**src/sv/rra_pkg.sv**
```systemverilog
// Shared types and constants for the range reservation admission block.
`default_nettype none

package rra_pkg;

    localparam int NUM_SLOTS  = 1024;
    localparam int SLOT_W     = 11;
    localparam int CAP_W      = 30;
    localparam int NUM_W      = 20;
    localparam int ADDR_W     = $clog2(NUM_SLOTS);
    localparam logic [NUM_W-1:0] MAX_ORDERS = NUM_W'(1048575);

    typedef enum logic [1:0] {
        OP_LOAD,
        OP_ORDER,
        OP_SKIP
    } t_op;

    typedef enum logic [1:0] {
        CLS_PASS,
        CLS_FAIL,
        CLS_SCAN
    } t_cls;

    typedef enum logic [1:0] {
        ST_IDLE,
        ST_CHECK,
        ST_TAKE,
        ST_REPLY
    } t_state;

    // One classified word from the front end. For a load, lo holds the slot
    // address and value the capacity; for an order, value is the amount.
    typedef struct packed {
        t_op               op;
        t_cls              cls;
        logic [NUM_W-1:0]  number;
        logic [CAP_W-1:0]  value;
        logic [ADDR_W-1:0] lo;
        logic [ADDR_W-1:0] hi;
    } t_cmd;

endpackage

`default_nettype wire

```
**src/sv/rra_cmd_q.sv**
```systemverilog
// Two-entry command queue between the front end and the back end.
`default_nettype none

module rra_cmd_q (
    input  wire logic          i_clk,
    input  wire logic          i_rst_n,
    input  wire logic          i_push,
    input  wire rra_pkg::t_cmd i_cmd,
    output logic               o_full,
    output logic               o_valid,
    output rra_pkg::t_cmd      o_cmd,
    input  wire logic          i_pop
);
    import rra_pkg::*;

    t_cmd       r_mem [2];
    logic       r_wr_ptr;
    logic       r_rd_ptr;
    logic [1:0] r_count;
    logic       do_push;
    logic       do_pop;

    assign o_full  = (r_count == 2'd2);
    assign o_valid = (r_count != 2'd0);
    assign o_cmd   = r_mem[r_rd_ptr];
    assign do_push = i_push && !o_full;
    assign do_pop  = i_pop && o_valid;

    always_ff @(posedge i_clk) begin
        if (!i_rst_n) begin
            r_wr_ptr <= 1'b0;
            r_rd_ptr <= 1'b0;
            r_count  <= 2'd0;
        end else begin
            if (do_push) begin
                r_wr_ptr <= !r_wr_ptr;
            end
            if (do_pop) begin
                r_rd_ptr <= !r_rd_ptr;
            end
            if (do_push && !do_pop) begin
                r_count <= r_count + 2'd1;
            end else if (do_pop && !do_push) begin
                r_count <= r_count - 2'd1;
            end
        end
    end

    always_ff @(posedge i_clk) begin
        if (do_push) begin
            r_mem[r_wr_ptr] <= i_cmd;
        end
    end

endmodule

`default_nettype wire

```
**config.mk**
```make
export PLATFORM = sky130hd
export DESIGN_NAME = rra_cmd_q
export DESIGN_NICKNAME = d
export VERILOG_FILES = /design/src/sv/rra_pkg.sv /design/src/sv/rra_cmd_q.sv
export SDC_FILE = /design/constraint.sdc
export NUM_CORES = 1
export LEC_CHECK = 0
export ABC_AREA = 1
export BUFFER_PORTS_ARGS = -buffer_cell sky130_fd_sc_hd__buf_2
export CAP_MARGIN = 30
export CORE_MARGIN = 2
export CORE_UTILIZATION = 52
export CTS_BUF_LIST = sky130_fd_sc_hd__clkbuf_16
export DETAILED_ROUTE_END_ITERATION = 8
export PLACE_DENSITY = 0.78
export SYNTH_ARGS = -nofsm -noshare
export SYNTH_HDL_FRONTEND = slang
export SYNTH_SLANG_ARGS = --single-unit
```
**constraint.sdc**
```tcl
create_clock -name i_clk -period 4.67 [get_ports i_clk]
set_input_delay 0.7005 -clock i_clk [delete_from_list [all_inputs] [get_ports i_clk]]
set_output_delay 0.7005 -clock i_clk [all_outputs]
set_load 0.02 [all_outputs]
```
# After elaboration in Yosys (flattened, before gate mapping)
# Memories as Yosys holds them, arrays and structs flattened. A register that Yosys moved wholly into a read port is not among the register bits.
# Index checks and enable logic that the tools add are counted.
dict set report op_classes {
  add_sub_neg 2
  eq_ne 1
  n_mux 6
  n_reduce_logical 11
}
# cell n
set ops {}
lappend ops {{$logic_not A1 Y1} 5}
lappend ops {{$logic_and A1 B1 Y1} 4}
lappend ops {{$mux W1} 4}
lappend ops {{$mux W2} 2}
lappend ops {{$reduce_bool A2 Y1} 2}
lappend ops {{$add A2 B1 Y2 const B} 1}
lappend ops {{$eq A2 B2 Y1 const B} 1}
lappend ops {{$sub A2 B1 Y2 const B} 1}
dict set report word_totals {
  register_bits 4
  ram_bits 148
  in_bits 78
  out_inout_bits 76
  wordCells 24
  n_memories 1
}
# memory words word_bits rd rd_clocked_by_memory_dff wr line
set mem_list {}
lappend mem_list {r_mem 2 74 1 1 1 rra_cmd_q.sv:16} ;# t_cmd r_mem [2];

# Longest topological paths before layout
dict set report logic_depth {
  ltp_word 7
  ltp_mapped 10
  ltp_nobuf 10
}

# Worst setup path before layout
# OpenSTA, ideal clock, no wires.
dict set report synth_timing {
  path_type {input port to flip-flop}
  from {in i_push}
  to {mem r_mem[0][0] (netlist bit) (enable)}
  setup_time_ns 0.506
  arrival_ns 3.856
  required_ns 4.164
  path_slack_ns 0.307
  stages 2
  n_path_buf 0
  path_cell_list {o21ai_2 > nor2_1}
}
dict set report synth_via {
  elab_chain_len 3
}
# element line
set synth_lines {}
lappend synth_lines {{start, declared} rra_cmd_q.sv:7} ;# input wire logic i_push,
lappend synth_lines {{$logic_and A1 B1 Y1} rra_cmd_q.sv:26} ;# assign do_push = i_push && !o_full;
lappend synth_lines {{$mux W1} rra_cmd_q.sv:50} ;# if (do_push) begin
lappend synth_lines {{$mux W1 (implied by the code)} rra_cmd_q.sv:51} ;# r_mem[r_wr_ptr] <= i_cmd;
lappend synth_lines {{end, declared} rra_cmd_q.sv:16}
# No other way between the ends.

==> impl_metrics.toml <==
[timing]
maxSlewHeadroom_pct = 33.69
finalClockSkew_ns = 0.005018
worst_pin_slew_ns = 0.9947
clock.fmax_mhz = 318.8
rsz0062_at_grt = "no"
hold_viol_final = 0
min_period_ns = 3.137
tns_ns = 0
fin_crit_sh_pct = 67.17
setup_viol = 0
maxSlewViolCount = 0

[setup_path]
path_max_fanout = 56
reg2reg_to = "r_mem[1][58]$_DFFE_PP_"
r2r-start = "r_count[1]$_SDFFE_PN0P_"
end_kind = "output pin"
crit_arrival_ns = 2.44
r2r_slack_ns = 2.95
cp.required_ns = 3.97
critPathKind = "reg2out"
rr_worst_depth = 4
worstSetupStartpointType = "flip-flop"

[placement]
gp_congestion = 0.6911
dpl_cell_area_um2 = 6810
portBuffers = 153
dp.final_hpwl_um = 6380

[synth]
synth_xor_area_share_pct = 0
netlist_area_um2 = 5832
synth-seq-cells = 153
postSynthCellCount = 267
yosys_warnings = 0
yosysSeqAreaShare_pct = 77.92
synth-compound-area-share_pct = 0.5364
syn_area_per_cell_um2 = 21.84
post_synth_num_cell_types = 16
synth-simple-area-share_pct = 1.223
synthAdderAreaFrac_pct = 0.2145
synth_nets = 346
synth_top_family_by_area = "multiplexers"
synth_mux_area_share_pct = 18.15

[power]
p_leak_nw = 2.888
peakVddDrop_mv = 0.3167
p_per_area_nw_per_um2 = 555.8

[clock_tree]
path_clk_slew_ns = 0.06
post-cts-setup-buffers = 0
cts_tree = "yes"
holdBufCountCts = 0
clock_latency_ns = 0.40
cts_root_buf = "clkbuf_16"
cts-htree-levels = 4
cts.sinks = 153
cts_buffer_depth = 2
cts_resized = 0
numCtsBuffers = 17

[global_routing]
grt_pass1_vias = 2971
track_usage_pct = 16.14
antenna_found_initial = 0
grt_pass1_wl_um = 14210
grt_max_degree = 57
gr-total-overflow = 0

[cells_and_area]
drive_above_1_share_pct = 59.06
design_area_um2 = 7320
diodes = 0
fin_nets = 515
syn2layout_area_growth_pct = 25.51
num-fill-cells = 735

[drt]
vias = 2929
drc = 0
via_per_inst = 4.990
routed_wl_um = 9667
dr.pass1.iters = 4
detail-route-antenna-nets = 0
avgRoutedWirePerCell_um = 16.47
first_iter_violations = 104

[die]
boundaryPins = 154
fp.dieW_um = 109.9
start_util_pct = 53.56
die_area_um2 = 12080
placement_rows = 38
coreArea_um2 = 10890
die_h_um = 109.9

[min_path]
hold_start = "i_cmd[63]"
min_to = "r_mem[1][63]$_DFFE_PP_"
hold_class = "in2reg"
holdPathStages = 1

[run_status]
outcome = "completed"

[job]
cap_violations = 0
==> layout by cell type, fill, tap and decap left out, types with 4 or more instances in the layout <==
master / synthesis / layout
clkbuf_16: 0 / 17
edfxtp_1: 148 / 148
dfxtp_1: 5 / 4
nor2_1: 9 / 7
clkinvlp_4: 0 / 4
clkinv_2: 0 / 4
mux2_4: 60 / 60
buf_2: 1 / 153
nand2_1: 7 / 7
inv_1: 8 / 8
mux2_2: 14 / 14
==> how the worst max path moves through the flow <==
stage / to / slack (ns)
6_report: o_cmd[20] / 1.53
5_1_grt: o_cmd[36] / 1.45
4_1_cts: o_cmd[20] / 1.51
3_5_place_dp: o_cmd[20] / 1.96
3_3_place_gp: o_cmd[21] / 1.99
2_1_floorplan: r_mem[0][0]$_DFFE_PP_ / 0.31
==> cells in the mapped netlist <==
cell type | n | area share (%)
edfxtp_1 | 148 | 76
mux2_4 | 60 | 15
mux2_2 | 14 | 2.7
nor2_1 | 9 | 0.58
inv_1 | 8 | 0.51
buf_6 | 7 | 1.4
nand2_1 | 7 | 0.45
dfxtp_1 | 5 | 1.7
o21ai_0 | 2 | 0.17
a21oi_1 | 1 | 0.086
buf_2 | 1 | 0.086
ha_1 | 1 | 0.21
nand3_1 | 1 | 0.086
nand4_1 | 1 | 0.11
o21a_1 | 1 | 0.13
o21ai_2 | 1 | 0.15
==> cells by family (layout without fill, tap and decap cells) <==
group,after synthesis,in the layout
mux,74,74
fa+ha+maj,1,1
flops,153,153
simple gates,18,18
buf+inv,16,196
compound gates,5,5
==> routing by layer <==
layer / share of wire [%] / vias up / track usage (%)
met5: 0 / - / 0
met3: 7.2 / 12 / 5.868
li1: - / 1374 / -
met1: 40 / 1443 / 18.71
met4: 1.4 / 0 / 6.510
met2: 51 / 100 / 27.21
==> stage by stage <==
| stage | instances | power (mW) | util [%] | setup WS (ns) | hold slack (ns) |
|---|---|---|---|---|---|
| floorplan | 267 | 2.635 | - | 0.3074 | 0.4669 |
| global placement | 555 | 2.891 | 62.04 | 1.992 | 0.4819 |
| detailed placement | 557 | 2.944 | 62.55 | 1.961 | 0.5005 |
| CTS | 587 | 4.116 | 67.23 | 1.513 | 0.4656 |
| global route | 587 | 4.245 | 67.23 | 1.452 | 0.4627 |
| finish | 587 | 4.068 | 67.23 | 1.533 | 0.4815 |
==> state kept, by name, summed over array words and instances, names as in the netlist, named ones only <==
register / count
r_mem: 148
r_rd_ptr: 1
r_count: 2
r_wr_ptr: 1
==> power by group <==
part           internal (mW)  switching, mW  leakage, nW
logic                  0.487          0.562         1.22
registers               1.74          0.120         1.42
clock network          0.666          0.497        0.242
total                   2.89           1.18         2.89
==> critical path, cell delays in order, from the launching register on <==
cell	delay, ns
dfxtp_4	0.95
buf_4	0.48
mux2_4	0.34
buf_2	0.16
==> cell type report <==
type,count,area (um2),area share [%]
Timing Repair Buffer,158,868.3,11.86
Inverter,8,30.03,0.4103
Clock inverter,13,83.83,1.145
Tap cell,140,175.2,2.393
Multi-Input combinational cell,98,1189,16.24
Clock buffer,17,425.4,5.812
Sequential cell,153,4548,62.14
No activity file was read; power rests on OpenSTA's default activity.
