===== config.mk =====
export PLATFORM = sky130hd
export DESIGN_NAME = rra_front
export DESIGN_NICKNAME = d
export VERILOG_FILES = /design/src/sv/rra_pkg.sv /design/src/sv/rra_front.sv
export SDC_FILE = /design/constraint.sdc
export NUM_CORES = 1
export LEC_CHECK = 0
export BUFFER_PORTS_ARGS = -buffer_cell sky130_fd_sc_hd__buf_2
export CAP_MARGIN = 10
export CORE_UTILIZATION = 47
export CTS_CLUSTER_SIZE = 10
export DETAILED_ROUTE_END_ITERATION = 6
export GPL_TIMING_DRIVEN = 0
export PLACE_DENSITY = 0.87
export SLEW_MARGIN = 20
export SYNTH_ARGS = -nofsm -noshare
export SYNTH_HDL_FRONTEND = slang
export SYNTH_SLANG_ARGS = --single-unit

===== constraint.sdc =====
create_clock -name i_clk -period 2.8 [get_ports i_clk]
set_input_delay 0.14 -clock i_clk [delete_from_list [all_inputs] [get_ports i_clk]]
set_output_delay 0.14 -clock i_clk [all_outputs]
set_load 0.01 [all_outputs]

===== src/sv/rra_pkg.sv =====
// Shared types and constants for the range reservation admission block.
`default_nettype none

package rra_pkg;

    localparam int NUM_SLOTS  = 1024;
    localparam int SLOT_W     = 11;
    localparam int CAP_W      = 30;
    localparam int NUM_W      = 20;
    localparam int ADDR_W     = $clog2(NUM_SLOTS);
    localparam logic [NUM_W-1:0] MAX_ORDERS = NUM_W'(1048575);

    typedef enum logic [1:0] {
        OP_LOAD,
        OP_ORDER,
        OP_SKIP
    } t_op;

    typedef enum logic [1:0] {
        CLS_PASS,
        CLS_FAIL,
        CLS_SCAN
    } t_cls;

    typedef enum logic [1:0] {
        ST_IDLE,
        ST_CHECK,
        ST_TAKE,
        ST_REPLY
    } t_state;

    // One classified word from the front end. For a load, lo holds the slot
    // address and value the capacity; for an order, value is the amount.
    typedef struct packed {
        t_op               op;
        t_cls              cls;
        logic [NUM_W-1:0]  number;
        logic [CAP_W-1:0]  value;
        logic [ADDR_W-1:0] lo;
        logic [ADDR_W-1:0] hi;
    } t_cmd;

endpackage

`default_nettype wire


===== src/sv/rra_front.sv =====
// Front end: numbers orders and classifies each input word into a command.
`default_nettype none

module rra_front (
    input  wire logic                      i_clk,
    input  wire logic                      i_rst_n,
    input  wire logic                      i_accept,
    input  wire logic                      i_kind,
    input  wire logic [rra_pkg::SLOT_W-1:0] i_slot,
    input  wire logic [rra_pkg::CAP_W-1:0]  i_capacity,
    input  wire logic [rra_pkg::CAP_W-1:0]  i_amount,
    input  wire logic [rra_pkg::SLOT_W-1:0] i_first_slot,
    input  wire logic [rra_pkg::SLOT_W-1:0] i_last_slot,
    output rra_pkg::t_cmd                   o_cmd
);
    import rra_pkg::*;

    logic [NUM_W-1:0] r_order_count;
    logic [NUM_W-1:0] n_order_count;
    logic             slot_ok;
    logic             lo_bad;
    logic             hi_bad;

    assign slot_ok = (i_slot != '0) && (i_slot <= SLOT_W'(NUM_SLOTS));
    assign lo_bad  = (i_first_slot == '0);
    assign hi_bad  = (i_last_slot > SLOT_W'(NUM_SLOTS));

    always_comb begin
        n_order_count = r_order_count;
        o_cmd.op      = OP_SKIP;
        o_cmd.cls     = CLS_PASS;
        o_cmd.number  = '0;
        o_cmd.value   = i_amount;
        o_cmd.lo      = ADDR_W'(i_first_slot - SLOT_W'(1));
        o_cmd.hi      = ADDR_W'(i_last_slot - SLOT_W'(1));
        if (!i_kind) begin
            if (slot_ok) begin
                o_cmd.op = OP_LOAD;
            end
            o_cmd.value = i_capacity;
            o_cmd.lo    = ADDR_W'(i_slot - SLOT_W'(1));
        end else if (r_order_count < MAX_ORDERS) begin
            n_order_count = r_order_count + NUM_W'(1);
            o_cmd.op      = OP_ORDER;
            o_cmd.number  = n_order_count;
            // A reversed range or a zero amount always fits and changes nothing.
            if (i_first_slot > i_last_slot || i_amount == '0) begin
                o_cmd.cls = CLS_PASS;
            end else if (lo_bad || hi_bad) begin
                o_cmd.cls = CLS_FAIL;
            end else begin
                o_cmd.cls = CLS_SCAN;
            end
        end
    end

    always_ff @(posedge i_clk) begin
        if (!i_rst_n) begin
            r_order_count <= '0;
        end else if (i_accept) begin
            r_order_count <= n_order_count;
        end
    end

endmodule

`default_nettype wire


# Word-level counts from Yosys, hierarchy flattened
# Index checks and enable logic that the tools add are counted.
# totals
out_inout_bits	74
register_bits	20
# op_classes
muxes	7
magnitude_cmp	4
n_addsub	4
reduce_logical	7
# op_table
cell	count
$mux W40	1
$logic_not A30 Y1	1
$sub A10 B1 Y10 const B	3
$mux W24	1
$mux W22	1
$add A20 B1 Y20 const B	1
$lt A20 B20 Y1 const B	1
$gt A11 B11 Y1	1
$gt A11 B11 Y1 const B	1
$le A11 B11 Y1 const B	1
$logic_not A11 Y1	1
$reduce_bool A11 Y1	1
$mux W2	4
$reduce_and A3 Y1	1
$logic_or A1 B1 Y1	2
$logic_and A1 B1 Y1	1

# Longest topological paths before layout
# Gate-level depths: netlist of the first run.
# logic_depth
depth_word	6
ltp_mapped	9
ltp_nobuf	7

# Worst setup path before layout of the first run
# Ideal clock, no wire load.
# synth_timing
path_type	input port to output port
start	input i_kind
end	output o_cmd[16] (netlist name)
setup_slack_ps	753
stages	9
arrival_ps	1907
required_time_ps	2660
cell_sequence	clkbuf_1 > buf_2 > buf_1 > mux2i_1 > ha_1 > o211ai_1 > nor2_1 > xnor2_1 > a21oi_1
# synth_lines
item	line	rtl
start: declaration	rra_front.sv:8	input wire logic i_kind,
end: declaration	rra_front.sv:14	output rra_pkg::t_cmd o_cmd

==> flow_summary.json, run 1 <==
{
  "status": "finished clean",
  "die_y_um": 76.7,
  "ff_latch_area_sq_um": 400,
  "report.final.setup_viol": 0,
  "fin_nets": 627,
  "start_util": 0.500,
  "whs_path_depth": 3,
  "synth_flop_cell": "dfxtp_1",
  "syn_nets": 453,
  "critical_path_buf_inv_count": 3,
  "rows": 26,
  "root_buffer": "clkbuf_8",
  "ant_nets": 0,
  "yosysWarningCount": 0,
  "die_w_um": 76.7,
  "hold_buffers": 0,
  "coreArea_sq_mm": 0.00524,
  "clock_path_buffers": 2,
  "synth_edf_count": 0,
  "fin_crit_ns": 2.59,
  "peakVddDrop_v": 0.000170,
  "htreeDepth": 1,
  "final_common_cell": "buf_2",
  "arrival_ns": 2.45,
  "drtIter0Drc": 207,
  "syn_area_per_cell_sq_um": 7.68,
  "combinationalPowerShare": 0.423,
  "tns_ns": 0,
  "vias": 3181,
  "synthArstFlopShare": 0,
  "internal-power_uw": 593,
  "diodes": 0,
  "ff2ff_path_depth": 7,
  "top_register": "r_order_count",
  "fillers": 438,
  "clkLatencyLatePin_ns": 0.27,
  "die-area_sq_mm": 0.00588,
  "cp.depth": 8,
  "swShare": 0.343,
  "netlist_area_sq_mm": 0.00262,
  "p_per_area_mw_per_mm2": 250,
  "maxSlewViolCount": 0,
  "rsz0062_at_grt": "false",
  "largest_reg_flops": 20,
  "antenna_found_initial": 0,
  "skew_ns": 0.00376,
  "avgViaCountPerCell": 5.45,
  "ys_seq_area_frac": 0.153,
  "wl_per_cell_um": 14.6,
  "critPathMaxStageDelay_ns": 0.44,
  "postSynthCellCount": 341,
  "fin_crit_sh": 0.926,
  "critPathTopFamily": "simple AND/OR/NAND/NOR gates",
  "gp_congestion": 0.905,
  "cp.required_ns": 2.66,
  "critPathCaptureType": "output port",
  "grt_pass1_wl_um": 14000,
  "wl_um": 8510,
  "grt_max_degree": 12,
  "route.detailed.drc": 0,
  "hold_ws_ns": 0.195,
  "seqPwrFrac": 0.320,
  "top_regs": "r_order_count x20",
  "p_clk_frac": 0.257,
  "clkTransAtPathRegs_ns": 0.08,
  "ios": 171,
  "final_core_util": 0.689,
  "synth_cell_type_count": 46,
  "hold_violations": 0,
  "cts_tree": "done",
  "ys_ff_latch": 20,
  "cts_buffers": 3,
  "critPathKind": "reg2out",
  "numPortBuffers": 169,
  "timing.critical_path.cells": "ha_1, nand4_4, nor4_4, a21bo_2, buf_2, buf_2, nor2_1, buf_2",
  "hold_class": "in2reg",
  "grt.overflow.total": 0,
  "grt_usage": 0.292,
  "cap_violations": 0,
  "worst_pin_slew_ns": 0.566,
  "cp_common_cell": "buf_2",
  "leakage_nw": 1.74,
  "drive_gt1_frac": 0.436,
  "ff2ff_setup_slack_ns": 0.69,
  "setup.worst_path.start_class": "flip-flop",
  "p_switching_uw": 310,
  "crit_slowest_cell": "dfxtp_1",
  "dpl.hpwl_um": 7060,
  "cts.sinks": 20,
  "slew_headroom": 0.623,
  "final_cell_mix": "buf_2 (175), nor2_1 (33), mux2_2 (31), xnor2_1 (29), nand2_1 (26)",
  "fmaxAchievable_mhz": 385,
  "area_delta_synth_final_pct": 37.8,
  "multiInputGateArea_sq_mm": 0.00208,
  "fin_total_pwr_uw": 902,
  "grt_pass1_vias": 3050,
  "drt_pass1_iterations": 5,
  "worstPathMaxFanout": 10
}
## synth_stat cells (3+ instances only)
library cell / n / area share
mux2_2: 31 / 0.13
nand2b_1: 6 / 0.014
dfxtp_1: 20 / 0.15
xnor2_1: 29 / 0.097
and2_1: 5 / 0.012
nand2_1: 26 / 0.037
mux2i_1: 14 / 0.053
nand3_1: 14 / 0.027
o21ai_0: 11 / 0.021
and4_1: 3 / 0.010
nor3_1: 10 / 0.019
or3_1: 7 / 0.017
clkbuf_1: 3 / 0.0043
or2_2: 3 / 0.0072
ha_1: 15 / 0.072
inv_1: 20 / 0.029
and3_1: 3 / 0.0072
nand4_1: 7 / 0.017
a21oi_1: 17 / 0.032
nor2_1: 33 / 0.047
buf_2: 6 / 0.011
nor3b_1: 3 / 0.0086
nand3b_1: 3 / 0.0086
buf_1: 4 / 0.0057
xor2_1: 9 / 0.030
nor4_1: 12 / 0.029
## power by group through the flow
stage | Clock [mW] | Sequential (mW) | Combinational, mW
5_1_grt | 0.247 | 0.289 | 0.416
6_report | 0.232 | 0.289 | 0.382
3_5_place_dp | 0 | 0.295 | 0.379
4_1_cts | 0.235 | 0.289 | 0.381
3_3_place_gp | 0 | 0.296 | 0.369
2_1_floorplan | 0 | 0.295 | 0.197
## worst register-to-register path, delay by kind of cell, from the launching register on
kind                     cells  cell delay (ns)
adder cells (fa/ha/maj)      1             0.34
buffers and inverters        1             0.20
AO/OA/AOI/OAI                3             0.52
AND/OR/NAND/NOR              2             0.56
flip-flops                   1             0.44
## timing repair
action | in CTS | in global routing
gates resized for setup | 0 | 1
endpoints found under the hold margin | 0 | 0
setup endpoints to repair | 0 | 15
setup buffers | 0 | 0
## worst paths after layout
| path | end | startpoint |
|---|---|---|
| setup / recovery | o_cmd[59] | r_order_count[0] |
| hold reg to reg | r_order_count[1] | r_order_count[1] |
| setup reg to reg | r_order_count[2] | r_order_count[0] |
| hold / removal | r_order_count[15] | i_rst_n |
## final cells by class
class                      count  area share
multi-input combinational    286       0.575
timing repair buffer         169       0.234
sequential                    20       0.111
tap                           70      0.0243
inverter                      20      0.0208
buffer                        15      0.0194
clock buffer                   4      0.0153
## routing by layer
metal / share of wire / global-route usage / vias to the layer above
li1: - / - / 1560
met1: 0.42 / 0.355 / 1464
met4: 0.011 / 0.0769 / 0
met2: 0.51 / 0.539 / 148
met3: 0.057 / 0.0286 / 9
met5: 0 / 0 / -
## cells by family after synthesis
family | after synthesis | synth area share
AOI/OAI and AO/OA | 42 | 0.0969
xor gates and xnor gates | 38 | 0.127
adders and majority gates | 15 | 0.0716
buffers and inverters | 35 | 0.0549
DFF | 20 | 0.153
muxes | 45 | 0.187
and+or+nand+nor | 146 | 0.310
## stage by stage
stage	area, sq um	cells	setup WS (ns)
2_1_floorplan	2620	341	0.753
3_3_place_gp	3550	580	0.0603
3_5_place_dp	3550	580	0.0504
4_1_cts	3610	584	0.0522
5_1_grt	3610	584	0.0245
6_report	3610	584	0.206
No activity file was read; power rests on OpenSTA's default activity.
==> run 2: changes to the inputs <==
--- a/config.mk
+++ b/config.mk
@@ -7,11 +7,12 @@
 export LEC_CHECK = 0
 export BUFFER_PORTS_ARGS = -buffer_cell sky130_fd_sc_hd__buf_2
 export CAP_MARGIN = 10
-export CORE_UTILIZATION = 47
+export CORE_UTILIZATION = 43
 export CTS_CLUSTER_SIZE = 10
 export DETAILED_ROUTE_END_ITERATION = 6
 export GPL_TIMING_DRIVEN = 0
-export PLACE_DENSITY = 0.87
+export MAX_ROUTING_LAYER = met4
+export PLACE_DENSITY = 0.81
 export SLEW_MARGIN = 20
 export SYNTH_ARGS = -nofsm -noshare
 export SYNTH_HDL_FRONTEND = slang
==> constraint.sdc (replaced) <==
create_clock -name i_clk -period 2.85 [get_ports i_clk]
set_input_delay 0.1425 -clock i_clk [delete_from_list [all_inputs] [get_ports i_clk]]
set_output_delay 0.1425 -clock i_clk [all_outputs]
set_load 0.01 [all_outputs]
==> flow_summary.json, run 2 (synthesized netlist as in run 1, its figures left out) <==
{
  "cap_violations": 0,
  "coreArea_sq_mm": 0.00589,
  "cp.required_ns": 2.71,
  "drt_pass1_iterations": 4,
  "gp_congestion": 0.914,
  "critPathMaxStageDelay_ns": 0.43,
  "root_buffer": "clkbuf_8",
  "fin_crit_sh": 0.905,
  "grt_usage": 0.272,
  "critPathCaptureType": "output port",
  "clock_path_buffers": 2,
  "use_met1": 0.324,
  "route.detailed.drc": 0,
  "setup.worst_path.start_class": "flip-flop",
  "cts_buffers": 3,
  "avgViaCountPerCell": 5.31,
  "timing.critical_path.cells": "ha_1, nand4_4, nor4_4, a21bo_2, buf_2, buf_2, nor2_1, buf_2",
  "worst_pin_slew_ns": 0.602,
  "maxSlewViolCount": 0,
  "top_register": "r_order_count",
  "skew_ns": 0.00584,
  "grt_pass1_wl_um": 13400,
  "ant_nets": 0,
  "gr-usage-met2": 0.486,
  "cts.sinks": 20,
  "ff2ff_path_depth": 7,
  "clkLatencyLatePin_ns": 0.26,
  "vias": 3121,
  "tns_ns": 0,
  "drive_gt1_frac": 0.435,
  "top_usage_layer": "met2",
  "wl_um": 8390,
  "fin_crit_ns": 2.58,
  "ios": 171,
  "leakage_nw": 1.73,
  "final_cell_mix": "buf_2 (175), nor2_1 (33), mux2_2 (31), xnor2_1 (29), nand2_1 (26)",
  "start_util": 0.445,
  "p_per_area_mw_per_mm2": 235,
  "wl_per_cell_um": 14.3,
  "drtIter0Drc": 118,
  "hold_violations": 0,
  "peakVddDrop_v": 0.000194,
  "worstPathMaxFanout": 10,
  "htreeDepth": 1,
  "cp.depth": 8,
  "report.final.setup_viol": 0,
  "grt_use_met3": 0.0205,
  "grt_max_degree": 11,
  "critical_path_buf_inv_count": 3,
  "fillers": 541,
  "rows": 28,
  "clkTransAtPathRegs_ns": 0.08,
  "arrival_ns": 2.44,
  "rsz0062_at_grt": "false",
  "fmaxAchievable_mhz": 388,
  "critPathTopFamily": "simple AND/OR/NAND/NOR gates",
  "crit_slowest_cell": "dfxtp_1",
  "fin_nets": 627,
  "cts_tree": "done",
  "diodes": 0,
  "die_y_um": 80.1,
  "hold_buffers": 0,
  "numPortBuffers": 169,
  "critPathKind": "reg2out",
  "dpl.hpwl_um": 7030,
  "whs_path_depth": 3,
  "final_common_cell": "buf_2",
  "top_regs": "r_order_count x20",
  "slew_headroom": 0.599,
  "die-area_sq_mm": 0.00641,
  "die_w_um": 80.1,
  "antenna_found_initial": 0,
  "grt.overflow.total": 0,
  "largest_reg_flops": 20,
  "fin_total_pwr_uw": 846,
  "grt_pass1_vias": 2962,
  "hold_class": "in2reg",
  "status": "finished clean",
  "cp_common_cell": "buf_2",
  "area_delta_synth_final_pct": 37.5
}
-- run 2: cell types whose count changed in the layout (fill, tap and decap cells not counted) --
cell	previous run	this run
clkbuf_8	4	3
-- run 2: layout make-up --
| class | instances | area (sq um) | area share |
|---|---|---|---|
| multi-input cells | 286 | 2080 | 0.576 |
| repair buffers | 169 | 846 | 0.235 |
| flip-flops and latches | 20 | 400 | 0.111 |
| well taps | 75 | 93.8 | 0.0261 |
| inverters | 20 | 75.1 | 0.0208 |
| plain buffers | 15 | 70.1 | 0.0195 |
| clock buffers | 3 | 41.3 | 0.0115 |
-- run 2: where the power goes --
group	internal (mW)	switching (mW)	total (mW)	leakage, nW
clock	0.0942	0.0941	0.188	0.0216
sequential	0.281	0.00264	0.284	0.161
combinational	0.178	0.196	0.374	1.55
-- run 2: timing repair --
item,4_1_cts,5_1_grt
resized for setup,0,1
setup endpoints to repair,0,15
setup buffers,0,0
-- run 2: metrics by stage --
| step | util | hold WS [ns] | setup WS, ns | area [sq um] | cells |
|---|---|---|---|---|---|
| 5_1_grt | 0.612 | 0.208 | 0.0623 | 3600 | 588 |
| 3_5_place_dp | 0.605 | 0.478 | 0.124 | 3560 | 585 |
| 4_1_cts | 0.612 | 0.200 | 0.101 | 3600 | 588 |
| 6_report | 0.612 | 0.197 | 0.272 | 3600 | 588 |
| 3_3_place_gp | 0.605 | 0.472 | 0.129 | 3560 | 585 |
| 2_1_floorplan | - | 0.294 | 0.798 | 2620 | 341 |
-- run 2: worst register-to-register path, stage by stage, from the launching register on --
cell and delay [ns]:
dfxtp_1 0.43, ha_1 0.33, nand4_4 0.18, nor4_4 0.38, a21oi_1 0.20, buf_2 0.25
nand2_1 0.11, mux2i_1 0.19
-- run 2: path summary, 6_finish.rpt --
kind | slack (ns) | from | to
setup / recovery | 0.27 | r_order_count[0] | o_cmd[63]
hold / removal | 0.20 | i_rst_n | r_order_count[11]
setup reg to reg | 0.73 | r_order_count[0] | r_order_count[15]
hold reg to reg | 0.51 | r_order_count[1] | r_order_count[1]
-- run 2: per-layer routing --
metal	routed length, um	vias to the layer above
met5	0	-
met4	157	0
met3	357	15
met2	4250	125
met1	3630	1424
li1	-	1557
==> run 3: changes to the inputs <==
--- a/config.mk
+++ b/config.mk
@@ -11,7 +11,6 @@
 export CTS_CLUSTER_SIZE = 10
 export DETAILED_ROUTE_END_ITERATION = 6
 export GPL_TIMING_DRIVEN = 0
-export MAX_ROUTING_LAYER = met4
 export PLACE_DENSITY = 0.81
 export SLEW_MARGIN = 20
 export SYNTH_ARGS = -nofsm -noshare
==> constraint.sdc (replaced) <==
create_clock -name i_clk -period 2.85 [get_ports i_clk]
set_input_delay 0.285 -clock i_clk [delete_from_list [all_inputs] [get_ports i_clk]]
set_output_delay 0.285 -clock i_clk [all_outputs]
set_load 0.01 [all_outputs]
==> flow_summary.json, run 3 (synthesized netlist as in run 1, its figures left out) <==
{
  "status": "finished clean",
  "peakVddDrop_v": 0.000194,
  "route.detailed.drc": 0,
  "clock_path_buffers": 2,
  "fin_nets": 629,
  "gp_congestion": 0.899,
  "crit_slowest_cell": "clkbuf_4",
  "critPathKind": "in2out",
  "report.final.setup_viol": 0,
  "ant_nets": 0,
  "fin_total_pwr_uw": 846,
  "grt_usage": 0.264,
  "wl_um": 8430,
  "slew_headroom": 0.597,
  "worstPathMaxFanout": 10,
  "wl_per_cell_um": 14.3,
  "htreeDepth": 1,
  "clkLatencyLatePin_ns": 0.26,
  "skew_ns": 0.00643,
  "hold_buffers": 0,
  "numPortBuffers": 169,
  "grt_pass1_vias": 2933,
  "critPathMaxStageDelay_ns": 0.31,
  "leakage_nw": 1.74,
  "die-area_sq_mm": 0.00641,
  "fin_crit_sh": 0.946,
  "ios": 171,
  "rows": 28,
  "start_util": 0.445,
  "cp_common_cell": "buf_2",
  "drtIter0Drc": 108,
  "diodes": 0,
  "placedCellCount": 585,
  "top_register": "r_order_count",
  "grt_max_degree": 11,
  "cts_buffers": 3,
  "largest_reg_flops": 20,
  "antenna_found_initial": 0,
  "coreArea_sq_mm": 0.00589,
  "die_w_um": 80.1,
  "die_y_um": 80.1,
  "setup.worst_path.start_class": "input pin",
  "dpl.hpwl_um": 7030,
  "final_cell_mix": "buf_2 (175), nor2_1 (33), mux2_2 (31), xnor2_1 (29), nand2_1 (26)",
  "cts.sinks": 20,
  "fin_crit_ns": 2.70,
  "hold_violations": 0,
  "maxSlewViolCount": 0,
  "grt.overflow.total": 0,
  "fmaxAchievable_mhz": 371,
  "final_common_cell": "buf_2",
  "cap_violations": 0,
  "clkTransAtPathRegs_ns": 0.08,
  "area_delta_synth_final_pct": 38.2,
  "vias": 3126,
  "cts_tree": "done",
  "hold_class": "in2reg",
  "arrival_ns": 2.41,
  "grt_pass1_wl_um": 13400,
  "timing.critical_path.cells": "clkbuf_1, clkbuf_4, buf_2, mux2i_1, ha_1, o211ai_1, o21a_1, nor3_1, a21oi_1, buf_2",
  "p_per_area_mw_per_mm2": 234,
  "ff2ff_path_depth": 8,
  "whs_path_depth": 3,
  "drt_pass1_iterations": 4,
  "top_regs": "r_order_count x20",
  "avgViaCountPerCell": 5.30,
  "root_buffer": "clkbuf_8",
  "cp.required_ns": 2.57,
  "worst_pin_slew_ns": 0.604,
  "critPathCaptureType": "output port",
  "drive_gt1_frac": 0.437,
  "layoutNonFillerInstCount": 590
}
## run 3: cell types whose count changed in the layout (fill, tap and decap cells not counted), sizes merged
cell,previous run,this run
buf,179,181
## run 3: worst max-delay path, delay by kind of cell
kind | cells | cell delay [ns]
buffers and inverters | 4 | 1.05
adder cells (fa/ha/maj) | 1 | 0.22
AND/OR/NAND/NOR | 1 | 0.16
AO/OA/AOI/OAI | 3 | 0.46
multiplexers | 1 | 0.22
## run 3: power breakdown
| part | internal, mW | leakage, nW | switching, mW |
|---|---|---|---|
| registers | 0.281 | 0.161 | 0.00255 |
| logic | 0.178 | 1.56 | 0.197 |
| clock network | 0.0942 | 0.0216 | 0.0938 |
| total | 0.553 | 1.74 | 0.293 |
## run 3: metrics by stage
step | utilization | TNS (ns) | hold slack, ns | setup slack (ns) | cell area [sq um]
2_1_floorplan | - | 0 | 0.437 | 0.513 | 2620
6_report | 0.615 | 0 | 0.342 | 0.154 | 3620
4_1_cts | 0.612 | 0 | 0.343 | 0.0958 | 3600
5_1_grt | 0.615 | -0.0401 | 0.353 | -0.0101 | 3620
3_5_place_dp | 0.605 | -0.161 | 0.497 | -0.161 | 3560
3_3_place_gp | 0.605 | -0.156 | 0.488 | -0.156 | 3560
## run 3: layout make-up
type	instances	area, sq um
Tap cell	75	93.8
Buffer	15	72.6
Fill cell	541	2270
Clock buffer	3	41.3
Inverter	20	75.1
Timing Repair Buffer	171	861
Sequential cell	20	400
Multi-Input combinational cell	286	2080
## run 3: path summary, 6_finish.rpt
check	start	to	slack, ns
worst max-delay path	i_kind	o_cmd[16]	0.15
worst min-delay path	i_rst_n	r_order_count[11]	0.34
worst max register to register	r_order_count[0]	r_order_count[6]	0.67
worst min register to register	r_order_count[1]	r_order_count[1]	0.50
## run 3: routing by layer
layer  GRT usage  share of wire  vias up
li1            -              -     1562
met1       0.321           0.43     1432
met2       0.492           0.51      117
met3      0.0227          0.044       15
met4      0.0714          0.019        0
met5           0              0        -
## run 3: what timing repair did
item | CTS | global route
setup buffers | 0 | 2
pin swaps | 1 | 1
endpoints found under the hold margin | 0 | 0
gates resized for setup | 1 | 1
endpoints found under the setup margin | 11 | 15
